`src/rtl/core/bgd_pkg.sv`:
```
// Package for the button gesture detector.
// Holds the config, flag-state and result structs and the register indexes.
// No dependencies.
`timescale 1ns / 1ps

package bgd_pkg;

  localparam int CfgWidth = 16;
  localparam int CfgAddrWidth = 2;

  localparam logic [CfgAddrWidth-1:0] REG_ACTIVE_LOW = 2'd0;
  localparam logic [CfgAddrWidth-1:0] REG_READ_GATE  = 2'd1;
  localparam logic [CfgAddrWidth-1:0] REG_TAP_WINDOW = 2'd2;
  localparam logic [CfgAddrWidth-1:0] REG_LONG_PRESS = 2'd3;

  localparam logic [CfgWidth-1:0] READ_GATE_RESET  = 16'd200;
  localparam logic [CfgWidth-1:0] TAP_WINDOW_RESET = 16'd300;
  localparam logic [CfgWidth-1:0] LONG_PRESS_RESET = 16'd500;

  localparam logic [1:0] TAP_MAX = 2'd3;

  typedef struct packed {
    logic                active_low;
    logic [CfgWidth-1:0] read_gate;
    logic [CfgWidth-1:0] tap_window;
    logic [CfgWidth-1:0] long_press;
  } cfg_t;

  typedef struct packed {
    logic       pressed;
    logic [1:0] tap_count;
    logic       click;
    logic       dbl;
    logic       long_hold;
  } flags_t;

  typedef struct packed {
    logic click_seen;
    logic double_seen;
    logic long_seen;
    logic is_pressed;
  } result_t;

endpackage

```
`src/rtl/core/bgd_step.sv`:
```
// Next-state logic for one tick of the gesture detector.
// Read-and-clear of the event flags, then press/release edge rules.
// Depends on bgd_pkg.
`timescale 1ns / 1ps

module bgd_step import bgd_pkg::*; #(
  parameter int TIME_BITS = 16
) (
  input  cfg_t                 cfg,
  input  flags_t               flags,
  input  logic [TIME_BITS-1:0] ticks,
  input  logic                 pin_level,
  input  logic                 read_click,
  input  logic                 read_double,
  input  logic                 read_long,
  output flags_t               flags_next,
  output logic [TIME_BITS-1:0] ticks_next,
  output result_t              result
);

  localparam int CMP_W = (TIME_BITS > CfgWidth) ? TIME_BITS : CfgWidth;

  logic [CMP_W-1:0] t_ext;
  logic [CMP_W-1:0] gate_ext;
  logic [CMP_W-1:0] window_ext;
  logic [CMP_W-1:0] long_ext;
  logic             level;
  logic             edge_seen;
  logic             in_window;
  logic             click_rd;
  logic             double_rd;
  logic [1:0]       tap_inc;
  flags_t           f;

  assign t_ext      = CMP_W'(ticks);
  assign gate_ext   = CMP_W'(cfg.read_gate);
  assign window_ext = CMP_W'(cfg.tap_window);
  assign long_ext   = CMP_W'(cfg.long_press);

  assign level     = cfg.active_low ? ~pin_level : pin_level;
  assign edge_seen = (level != flags.pressed);
  assign in_window = (t_ext < window_ext);
  assign click_rd  = read_click && (t_ext > gate_ext);
  assign double_rd = read_double && (t_ext < gate_ext);
  assign tap_inc   = (flags.tap_count == TAP_MAX) ? TAP_MAX : flags.tap_count + 2'd1;

  always_comb begin
    f = flags;
    // reads see the flags as they stood before this tick's edge
    if (click_rd) begin
      f.click = 1'b0;
    end
    if (double_rd) begin
      f.dbl = 1'b0;
    end
    if (read_long) begin
      f.long_hold = 1'b0;
    end

    if (edge_seen) begin
      if (!flags.pressed) begin
        f.tap_count = in_window ? tap_inc : 2'd0;
        f.pressed   = 1'b1;
      end else begin
        if (in_window) begin
          f.tap_count = tap_inc;
          if (tap_inc == 2'd1) begin
            f.click     = 1'b1;
            f.tap_count = 2'd0;
          end else if (tap_inc == 2'd2 && f.click) begin
            f.click     = 1'b0;
            f.dbl       = 1'b1;
            f.tap_count = 2'd0;
          end
        end else begin
          f.tap_count = 2'd0;
        end
        if (t_ext > long_ext) begin
          f.long_hold = 1'b1;
          f.tap_count = 2'd0;
        end
        f.pressed = 1'b0;
      end
    end
    flags_next = f;
  end

  always_comb begin
    if (edge_seen) begin
      ticks_next = '0;
    end else if (ticks != {TIME_BITS{1'b1}}) begin
      ticks_next = ticks + TIME_BITS'(1);
    end else begin
      ticks_next = ticks;
    end
  end

  assign result.click_seen  = click_rd & flags.click;
  assign result.double_seen = double_rd & flags.dbl;
  assign result.long_seen   = read_long & flags.long_hold;
  assign result.is_pressed  = f.pressed;

endmodule

```
`src/rtl/core/button_gesture_detector_top.sv`:
```
// Button gesture detector: click, double click and long press from a tick stream.
// Result valid in the cycle after request accept; throughput 1 request/cycle while out_valid && out_stall is low.
// The tick state updates at accept; one result register decouples the output side.
// Synchronous active-high reset: config to defaults, state cleared, output empty.
// Depends on bgd_pkg and bgd_step.
`timescale 1ns / 1ps

module button_gesture_detector_top import bgd_pkg::*; #(
  parameter int TIME_BITS = 16
) (
  input  logic                    clk,
  input  logic                    rst,
  input  logic                    cfg_we,
  input  logic [CfgAddrWidth-1:0] cfg_addr,
  input  logic [CfgWidth-1:0]     cfg_wdata,
  input  logic                    in_valid,
  output logic                    in_stall,
  input  logic                    pin_level,
  input  logic                    read_click,
  input  logic                    read_double,
  input  logic                    read_long,
  output logic                    out_valid,
  input  logic                    out_stall,
  output logic                    click_seen,
  output logic                    double_seen,
  output logic                    long_seen,
  output logic                    is_pressed
);

  cfg_t                 cfg;
  flags_t               flags;
  flags_t               flags_next;
  logic [TIME_BITS-1:0] ticks;
  logic [TIME_BITS-1:0] ticks_next;
  result_t              result;
  result_t              result_next;
  logic                 in_fire;

  // accept whenever the result slot is empty or being drained
  assign in_stall = out_valid && out_stall;
  assign in_fire  = in_valid && !in_stall;

  always_ff @(posedge clk) begin
    if (rst) begin
      cfg.active_low <= 1'b1;
      cfg.read_gate  <= READ_GATE_RESET;
      cfg.tap_window <= TAP_WINDOW_RESET;
      cfg.long_press <= LONG_PRESS_RESET;
    end else if (cfg_we) begin
      case (cfg_addr)
        REG_ACTIVE_LOW: cfg.active_low <= cfg_wdata[0];
        REG_READ_GATE:  cfg.read_gate  <= cfg_wdata;
        REG_TAP_WINDOW: cfg.tap_window <= cfg_wdata;
        REG_LONG_PRESS: cfg.long_press <= cfg_wdata;
        default: ;
      endcase
    end
  end

  bgd_step #(
    .TIME_BITS(TIME_BITS)
  ) u_step (
    .cfg        (cfg),
    .flags      (flags),
    .ticks      (ticks),
    .pin_level  (pin_level),
    .read_click (read_click),
    .read_double(read_double),
    .read_long  (read_long),
    .flags_next (flags_next),
    .ticks_next (ticks_next),
    .result     (result_next)
  );

  always_ff @(posedge clk) begin
    if (rst) begin
      flags     <= '0;
      ticks     <= '0;
      out_valid <= 1'b0;
    end else begin
      if (in_fire) begin
        flags     <= flags_next;
        ticks     <= ticks_next;
        out_valid <= 1'b1;
      end else if (!out_stall) begin
        out_valid <= 1'b0;
      end
    end
  end

  always_ff @(posedge clk) begin
    if (in_fire) begin
      result <= result_next;
    end
  end

  assign click_seen  = result.click_seen;
  assign double_seen = result.double_seen;
  assign long_seen   = result.long_seen;
  assign is_pressed  = result.is_pressed;

  a_pressed_matches : assert property (@(posedge clk) disable iff (rst)
    out_valid |-> (is_pressed == flags.pressed))
    else $error("shown pressed state differs from tracked state");

  a_fire_gives_result : assert property (@(posedge clk) disable iff (rst)
    in_fire |=> out_valid)
    else $error("accepted request produced no result");

  a_ticks_hold_idle : assert property (@(posedge clk) disable iff (rst)
    (!in_fire && !$past(rst)) |=> $stable(ticks) && $stable(flags))
    else $error("tick state changed without a request");

endmodule
```
`config.mk`:
```
export PLATFORM = sky130hd
export DESIGN_NAME = button_gesture_detector_top
export DESIGN_NICKNAME = d
export VERILOG_FILES = /design/src/rtl/core/bgd_pkg.sv /design/src/rtl/core/bgd_step.sv /design/src/rtl/core/button_gesture_detector_top.sv
export SDC_FILE = /design/constraint.sdc
export NUM_CORES = 1
export LEC_CHECK = 0
export ABC_CLOCK_PERIOD_IN_PS = 3450
export BUFFER_PORTS_ARGS = -buffer_cell sky130_fd_sc_hd__buf_2
export CAP_MARGIN = 0
export CORE_MARGIN = 2
export CORE_UTILIZATION = 60
export CTS_BUF_LIST = sky130_fd_sc_hd__clkbuf_4 sky130_fd_sc_hd__clkbuf_8 sky130_fd_sc_hd__clkbuf_16
export CTS_CLUSTER_DIAMETER = 80
export CTS_CLUSTER_SIZE = 40
export DETAILED_ROUTE_END_ITERATION = 12
export PLACE_DENSITY_LB_ADDON = 0.15
export SYNTH_ARGS = -nofsm -noshare
export SYNTH_HDL_FRONTEND = slang
export SYNTH_HIERARCHICAL = 1
export SYNTH_SLANG_ARGS = --single-unit
```
`constraint.sdc`:
```
create_clock -name clk -period 3.45 [get_ports clk]
set_input_delay 0.345 -clock clk [delete_from_list [all_inputs] [get_ports clk]]
set_output_delay 0.345 -clock clk [all_outputs]
set_load 0.01 [all_outputs]
```
==> flow_summary_export.csv, run 1 <==
group,metric,value,unit
setup_path,cp-start-kind,"register",
logic_synthesis,synthMuxAreaShare,0.149,
global_routing,use_met3,0.0451,
clocking,cts.htree.levels,3,
die,die_h,95.0,µm
setup_path,crit_path_start,"ticks[13]",
logic_synthesis,synth_edf_count,4,
logic_synthesis,synth_ff_type,"dfxtp_1",
setup_path,cp.required,3730,ps
clocking,cts_resized,0,
finish,final_common_cell,"nand2b_1",
placed_design,hpwl,7840,µm
logic_synthesis,yosys.area_share.adder,0.121,
logic_synthesis,synth_simple_gate_area_share,0.257,
finish,antenna_cells,0,
global_routing,grt.overflow.total,0,
finish,stdcell_area,5350,µm²
logic_synthesis,syn_area_per_cell,8.75,µm²
sta,skew,9.20,ps
placed_design,place_ws,997,ps
clocking,cts_sinks,76,
sta,fin_crit,2560,ps
global_routing,grt_max_degree,119,
logic_synthesis,ys_async_sr_fraction,0,
setup_path,crit_path_max_incr_delay,420,ps
logic_synthesis,netlist_area,4970,µm²
logic_synthesis,ys_seq_area_frac,0.314,
setup_path,cp_common_cell,"nor4_1",
power_and_ir_drop,p_leak,2.40,nW
power_and_ir_drop,report.power.total,1.91,mW
drt,via_per_inst,5.57,
clocking,cts_buffers,9,
drt,drtIter0Drc,185,
logic_synthesis,synthTopCellsByArea,"dfxtp_1 29%, mux2i_1 15%, nand2b_1 12%, ha_1 12%, inv_1 4.1%",
sta,worst_slack,892,ps
logic_synthesis,ys_warn_count,6,
sta,drv_slew,0,
logic_synthesis,ys_ff_latch,76,
logic_synthesis,synth.distinct_cells,53,
die,design.portCount,33,
global_routing,use_met1,0.313,
setup_path,cp_num_cells,9,
global_routing,grt_first_pass_wirelength,18400,µm
placed_design,dp_cells,682,
hold_path,worstHoldPathCells,3,
sta,setup_viol,0,
setup_path,worstPathCellList,"ha_1 > nand4_1 > nor4_1 > o21ai_0 > a31oi_1 > nor2_1 > nor4_1 > nand2b_1 > mux2i_1",
die,initial_utilization,0.611,
sta,fin_crit_sh,0.741,
sta,whs,220,ps
logic_synthesis,synth_top_area_frac,0.290,
drt,ant_nets,0,
setup_path,reg2reg_slack,890,ps
hold_path,hold_class,"in2reg",
clocking,path_clk_slew,80,ps
drt,route.detailed.drc,0,
placed_design,io_buffers,32,
logic_synthesis,synth_nets,643,
drt,dr.pass1.iters,4,
die,die-area,9030,µm²
placed_design,post_dp_cell_area,5130,µm²
flow_run,cap_violations,0,
finish,stdcell_count,697,
sta,worstMarginPinSlew,1140,ps
setup_path,cp-end-kind,"register",
clocking,tritoncts,"yes",
status,outcome,"finished, final reports clean",
setup_path,crit_fanout,10,
power_and_ir_drop,vdd.ir_drop.worst,0.317,mV
finish,area_growth,7.65,%
hold_path,min_from,"in_valid",
finish,final_util,0.658,
setup_path,worstPathBufferInverterCount,0,
power_and_ir_drop,cellPowerDensity,358,nW/µm²
clocking,cts_buffer_depth,2,
clocking,post-cts-setup-buffer-count,0,
global_routing,grt.total_usage,0.263,
drt,via_count,3885,
drt,wire_per_inst,15.5,µm
setup_path,reg2reg_depth,9,
placed_design,gp_congestion,0.933,
global_routing,antenna_found_initial,0,
clocking,clkLatencyLatePin,350,ps
clocking,clockRootBuffer,"clkbuf_8",
sta,fin_tns_setup,0,ps
sta,relSlewSlack,0.241,
setup_path,crit_slowest_cell,"dfxtp_1",
global_routing,grt-busiest-layer,"met2",
setup_path,criticalPathCategory,"reg2reg",
clocking,ctsHoldBuffers,0,
setup_path,cp_top_family,"simple AND/OR/NAND/NOR gates",
global_routing,grt_pass1_vias,3932,
logic_synthesis,synth_top_family_by_area,"simple AND/OR/NAND/NOR gates",
die,core_area,8130,µm²
drt,drt_wl_total,10800,µm
die,rows,33,
logic_synthesis,synth_area_leader_cell,"dfxtp_1",
setup_path,crit_arrival,2830,ps
die,die_w,95.0,µm
finish,final_cell_mix,"99 x nand2b_1, 74 x mux2i_1, 72 x dfxtp_1, 54 x inv_1",
finish,fin_nets,663,
global_routing,grt.met2_usage,0.464,
logic_synthesis,yosys.area_share.xor_xnor,0.0211,
sta,rsz0062_at_grt,"false",
sta,finalHoldViolations,0,
setup_path,r2r-start,"ticks[13]",
logic_synthesis,synth-compound-area-share,0.0667,
logic_synthesis,postSynthCellCount,568,
sta,fmax,391,MHz
finish,drive_above_1_share,0.0997,
## report_power, final
group | leakage, nW | switching (mW) | internal (mW) | total, mW
Combinational | 1.66 | 0.123 | 0.0992 | 0.223
Sequential | 0.625 | 0.0197 | 0.912 | 0.932
Clock | 0.113 | 0.326 | 0.433 | 0.759
## cell families (layout without fill, tap and decap cells)
logic type,count (synthesis),in the layout
buf+inv,79,103
flops,76,76
compound gates,53,53
xor+xnor,12,12
mux,74,74
fa+ha+maj,48,48
simple gates,226,226
## tightest hold or removal path, cell delays in order
cell	delay (ps)
buf_2	90
a21oi_1	40
nor2_1	60
## worst paths after layout
check	to
min reg2reg	cfg[20]
max reg2reg	flags[4]
min	out_valid
max	flags[4]
## cell usage after synthesis, types with 6 or more instances
cell / n
nand4_1: 13
and2_1: 6
xnor2_1: 8
inv_1: 54
buf_2: 9
ha_1: 48
nor2_1: 48
mux2i_1: 74
nand2_1: 19
o21ai_0: 13
nand3_1: 11
nor3_1: 7
a21oi_1: 20
dfxtp_1: 72
nand2b_1: 99
clkbuf_1: 9
## registers in the layout, indices dropped and copies added, names as in the netlist
name / flops
cfg: 49
ticks: 16
flags: 6
click_seen: 1
double_seen: 1
is_pressed: 1
long_seen: 1
out_valid: 1
## metal layers
layer  vias to the layer above  wire (µm)
met3                        35        381
met5                         -          0
met1                      1806       4760
met4                         0        346
li1                       1953          -
met2                        91       5300
## layout make-up
| class | count | area [µm²] |
|---|---|---|
| inverter | 54 | 203 |
| fill | 694 | 2780 |
| clock buffer | 11 | 145 |
| multi-input combinational | 413 | 3060 |
| tap | 105 | 131 |
| timing repair buffer | 34 | 175 |
| clock inverter | 4 | 73.8 |
| sequential | 76 | 1560 |
Power figures use the tool's default switching activity.
==> run 2, diff against run 1 <==
--- a/config.mk
+++ b/config.mk
@@ -5,7 +5,7 @@
 export SDC_FILE = /design/constraint.sdc
 export NUM_CORES = 1
 export LEC_CHECK = 0
-export ABC_CLOCK_PERIOD_IN_PS = 3450
+export ABC_CLOCK_PERIOD_IN_PS = 2500
 export BUFFER_PORTS_ARGS = -buffer_cell sky130_fd_sc_hd__buf_2
 export CAP_MARGIN = 0
 export CORE_MARGIN = 2
==> constraint.sdc (replaced) <==
create_clock -name clk -period 2.5 [get_ports clk]
set_input_delay 0.25 -clock clk [delete_from_list [all_inputs] [get_ports clk]]
set_output_delay 0.25 -clock clk [all_outputs]
set_load 0.01 [all_outputs]
==> flow_summary_export.csv, run 2 (synthesis results as in run 1) <==
group,metric,value,unit
drt,drt_wl_total,10500,µm
power_and_ir_drop,vdd.ir_drop.worst,0.261,mV
sta,worst_slack,148,ps
clocking,clockRootBuffer,"clkbuf_8",
clocking,path_clk_slew,80,ps
finish,drive_above_1_share,0.119,
die,die-area,9030,µm²
power_and_ir_drop,cellPowerDensity,468,nW/µm²
drt,ant_nets,0,
flow_run,cap_violations,0,
setup_path,crit_fanout,8,
die,initial_utilization,0.611,
global_routing,grt_first_pass_wirelength,17300,µm
sta,fin_crit,2350,ps
status,outcome,"finished, final reports clean",
drt,via_per_inst,5.41,
placed_design,place_ws,39.1,ps
sta,fin_tns_setup,0,ps
global_routing,grt.overflow.total,0,
finish,largestRegisters,"cfg x49, ticks x16, flags x6",
sta,fmax,425,MHz
hold_path,hold_class,"in2reg",
clocking,clkLatencyLatePin,350,ps
clocking,cts_buffers,9,
setup_path,cp.required,2780,ps
global_routing,grt.total_usage,0.248,
global_routing,grt_pass1_vias,3658,
placed_design,hpwl,7750,µm
sta,relSlewSlack,0.422,
finish,antenna_cells,0,
sta,drv_slew,0,
finish,largest_register_ffs,49,
clocking,tritoncts,"yes",
clocking,cts.htree.levels,3,
die,design.portCount,33,
global_routing,antenna_found_initial,0,
sta,worstMarginPinSlew,864,ps
drt,drtIter0Drc,172,
drt,route.detailed.drc,0,
setup_path,crit_arrival,2630,ps
finish,top_register,"cfg",
setup_path,criticalPathCategory,"reg2reg",
finish,final_common_cell,"nand2b_1",
finish,fillers,674,
finish,final_cell_mix,"99 x nand2b_1, 74 x mux2i_1, 72 x dfxtp_1, 54 x inv_1",
placed_design,io_buffers,32,
sta,whs,126,ps
sta,rsz0062_at_grt,"false",
drt,wire_per_inst,14.9,µm
drt,dr.pass1.iters,4,
sta,finalHoldViolations,0,
power_and_ir_drop,p_leak,2.43,nW
placed_design,gp_congestion,0.860,
setup_path,cp-end-kind,"register",
setup_path,cp-start-kind,"register",
finish,fin_nets,673,
die,die_h,95.0,µm
sta,fin_crit_sh,0.941,
clocking,post-cts-setup-buffer-count,0,
sta,skew,7.64,ps
die,rows,33,
die,die_w,95.0,µm
clocking,cts_buffer_depth,2,
clocking,cts_sinks,76,
global_routing,grt_max_degree,75,
drt,via_count,3827,
sta,setup_viol,0,
die,core_area,8130,µm²
finish,area_growth,8.84,%
==> run 2: cell types whose count changed in the layout (fill, tap and decap cells not counted), sizes merged <==
cell,delta
clkinv,+2
clkbuf,-2
bufinv,-1
clkinvlp,+2
buf,+10
==> run 2: per-stage QoR <==
| step | area (µm²) | cells | utilization | total power, mW |
|---|---|---|---|---|
| final | 5410 | 708 | 0.665 | 2.53 |
| after global routing | 5410 | 708 | 0.665 | 2.63 |
| after CTS | 5400 | 708 | 0.663 | 2.55 |
| after detailed placement | 5210 | 692 | 0.640 | 1.62 |
| after global placement | 5210 | 692 | 0.640 | 1.61 |
| after floorplan | 4970 | 568 | - | 1.54 |
==> run 2: power breakdown <==
part,total [mW],internal (mW),switching [mW]
clock,0.938,0.456,0.481
combinational,0.309,0.138,0.171
sequential,1.29,1.26,0.0269
==> run 2: per-layer routing <==
metal  global-route usage  wire length (µm)  share of wire
met3               0.0379               234          0.022
met2                0.427              5010           0.48
met4               0.0918               206          0.020
met1                0.313              5070           0.48
met5                    0                 0              0
==> run 2: worst max-delay path: stages (launching register included) <==
cell and delay, ps:
dfxtp_1 390, ha_1 340, nand4_1 170, nor4_2 350, o21ai_0 200, a31oi_2 280
nor2_1 110, nor4_1 240, nand2b_1 80, mux2i_1 130
==> run 2: cell type report <==
class | instances | area [µm²] | share of cell area
multi-input combinational | 413 | 3070 | 0.568
sequential | 76 | 1560 | 0.289
inverter | 54 | 203 | 0.0375
clock inverter | 7 | 66.3 | 0.0123
timing repair buffer | 44 | 250 | 0.0463
tap | 105 | 131 | 0.0243
clock buffer | 9 | 124 | 0.0229
==> run 2: path summary, 6_finish.rpt <==
path	from	to	slack, ps	cells past startpoint
worst max-delay path	ticks[14]	flags[4]	150	9
worst min-delay path	in_valid	out_valid	130	3
worst max register to register	ticks[14]	flags[4]	150	9
worst min register to register	cfg[37]	cfg[37]	480	2
==> run 2: what timing repair did <==
action / CTS / global route
hold buffers: 0 / 0
setup endpoints to repair: 0 / 1
resized for setup: 0 / 2
==> run 3, diff against run 2 <==
--- a/config.mk
+++ b/config.mk
@@ -6,7 +6,6 @@
 export NUM_CORES = 1
 export LEC_CHECK = 0
 export ABC_CLOCK_PERIOD_IN_PS = 2500
-export BUFFER_PORTS_ARGS = -buffer_cell sky130_fd_sc_hd__buf_2
 export CAP_MARGIN = 0
 export CORE_MARGIN = 2
 export CORE_UTILIZATION = 60
@@ -14,6 +13,7 @@
 export CTS_CLUSTER_DIAMETER = 80
 export CTS_CLUSTER_SIZE = 40
 export DETAILED_ROUTE_END_ITERATION = 12
+export DONT_BUFFER_PORTS = 1
 export PLACE_DENSITY_LB_ADDON = 0.15
 export SYNTH_ARGS = -nofsm -noshare
 export SYNTH_HDL_FRONTEND = slang
==> flow_summary_export.csv, run 3 (synthesis results as in run 1) <==
group,metric,value,unit
flow_run,cap_violations,0,
finish,antenna_cells,0,
drt,wl_met2,5220,µm
power_and_ir_drop,vdd.ir_drop.worst,0.292,mV
setup_path,cp-end-kind,"register",
setup_path,cp-start-kind,"register",
setup_path,crit_path_max_incr_delay,380,ps
finish,area_growth,7.73,%
status,outcome,"finished, final reports clean",
setup_path,worstPathBufferInverterCount,1,
setup_path,cp_top_family,"simple AND/OR/NAND/NOR gates",
finish,fillers,658,
clocking,cts_buffers,9,
drt,dr.pass1.iters,5,
finish,largest_register_ffs,49,
sta,skew,8.71,ps
die,die-area,9030,µm²
sta,finalHoldViolations,0,
hold_path,hold_class,"in2reg",
placed_design,hpwl,7800,µm
global_routing,grt.total_usage,0.252,
hold_path,worstHoldPathCells,2,
clocking,path_clk_slew,80,ps
drt,routed.top_layer,"met4",
clocking,clkLatencyLatePin,360,ps
drt,drtIter0Drc,198,
finish,largestRegisters,"cfg x49, ticks x16, flags x6",
setup_path,worstPathCellList,"inv_1 > ha_1 > nand4_1 > nor4_4 > o21ai_1 > a31oi_2 > nor2_1 > nor4_2 > nand2b_1 > mux2i_1",
finish,final_common_cell,"nand2b_1",
placed_design,post_dp_cell_area,5090,µm²
die,initial_utilization,0.611,
clocking,cts.htree.levels,3,
finish,stdcell_area,5350,µm²
drt,via_per_inst,5.53,
power_and_ir_drop,cellPowerDensity,477,nW/µm²
clocking,tritoncts,"yes",
global_routing,antenna_found_initial,0,
setup_path,r2r-start,"cfg[45]",
setup_path,cp.required,2790,ps
sta,whs,13.4,ps
die,core_area,8130,µm²
drt,wl_met3,324,µm
sta,drv_slew,0,
drt,wl_met1,4900,µm
global_routing,grt_max_degree,119,
setup_path,criticalPathCategory,"reg2reg",
sta,fin_crit,2350,ps
setup_path,crit_slowest_cell,"nor4_4",
setup_path,reg2reg_slack,150,ps
clocking,clockRootBuffer,"clkbuf_8",
finish,final_cell_mix,"99 x nand2b_1, 74 x mux2i_1, 72 x dfxtp_1, 54 x inv_1",
die,die_w,95.0,µm
sta,fin_tns_setup,0,ps
drt,wire_per_inst,15.7,µm
sta,relSlewSlack,0.400,
global_routing,grt.overflow.total,0,
setup_path,crit_arrival,2640,ps
setup_path,reg2reg_depth,10,
finish,drive_above_1_share,0.0832,
global_routing,grt_pass1_vias,3716,
drt,ant_nets,0,
hold_path,holdPathEnd,"out_valid",
sta,setup_viol,0,
setup_path,r2r-end,"flags[4]",
drt,route.detailed.drc,0,
hold_path,min_from,"in_valid",
placed_design,gp_congestion,0.857,
global_routing,grt_first_pass_wirelength,17700,µm
finish,top_register,"cfg",
power_and_ir_drop,p_leak,2.35,nW
drt,via_count,3772,
finish,fin_nets,647,
clocking,cts_buffer_depth,2,
sta,fmax,426,MHz
placed_design,io_buffers,0,
die,rows,33,
die,design.portCount,33,
setup_path,crit_fanout,3,
drt,drt_wl_total,10700,µm
die,die_h,95.0,µm
sta,worstMarginPinSlew,897,ps
sta,fin_crit_sh,0.940,
clocking,cts_sinks,76,
power_and_ir_drop,report.power.total,2.55,mW
==> run 3: metal layers <==
layer,up-vias,global-route usage
met5,-,0
met4,0,0.0773
met3,18,0.0474
met2,68,0.447
met1,1755,0.310
li1,1931,-
==> run 3: power breakdown <==
group	internal [mW]	switching [mW]
Clock	0.517	0.480
Combinational	0.128	0.140
Sequential	1.26	0.0280
==> run 3: cell type report <==
cell class | count | area [µm²] | area share
clock buffer | 11 | 151 | 0.0283
clock inverter | 5 | 58.8 | 0.0110
inverter | 54 | 203 | 0.0379
multi-input combinational | 413 | 3100 | 0.579
sequential | 76 | 1560 | 0.292
tap | 105 | 131 | 0.0245
timing repair buffer | 18 | 150 | 0.0280
==> run 3: worst max path at each step <==
stage	startpoint	to	slack, ps	cells past startpoint
global placement	ticks[11]	flags[4]	30	9
global route	cfg[45]	flags[4]	-20	10
finish	cfg[45]	flags[4]	150	10
CTS	cfg[45]	flags[4]	40	10
floorplan	ticks[13]	flags[4]	480	9
detailed placement	ticks[11]	flags[4]	-40	9
==> run 3: repair_timing <==
action | in CTS | in global routing
gates cloned | 0 | 0
resized for setup | 2 | 6
hold endpoints to repair | 1 | 0
hold buffers | 1 | 0
pin swaps | 0 | 4
setup buffers | 0 | 1
setup endpoints to repair | 2 | 3
==> run 3: metrics by stage <==
step / utilization / setup slack, ps / instances
finish: 0.658 / 151 / 682
floorplan: - / 478 / 568
global route: 0.658 / -22.8 / 682
detailed placement: 0.626 / -36.2 / 664
CTS: 0.654 / 44.0 / 681
global placement: 0.626 / 26.4 / 664
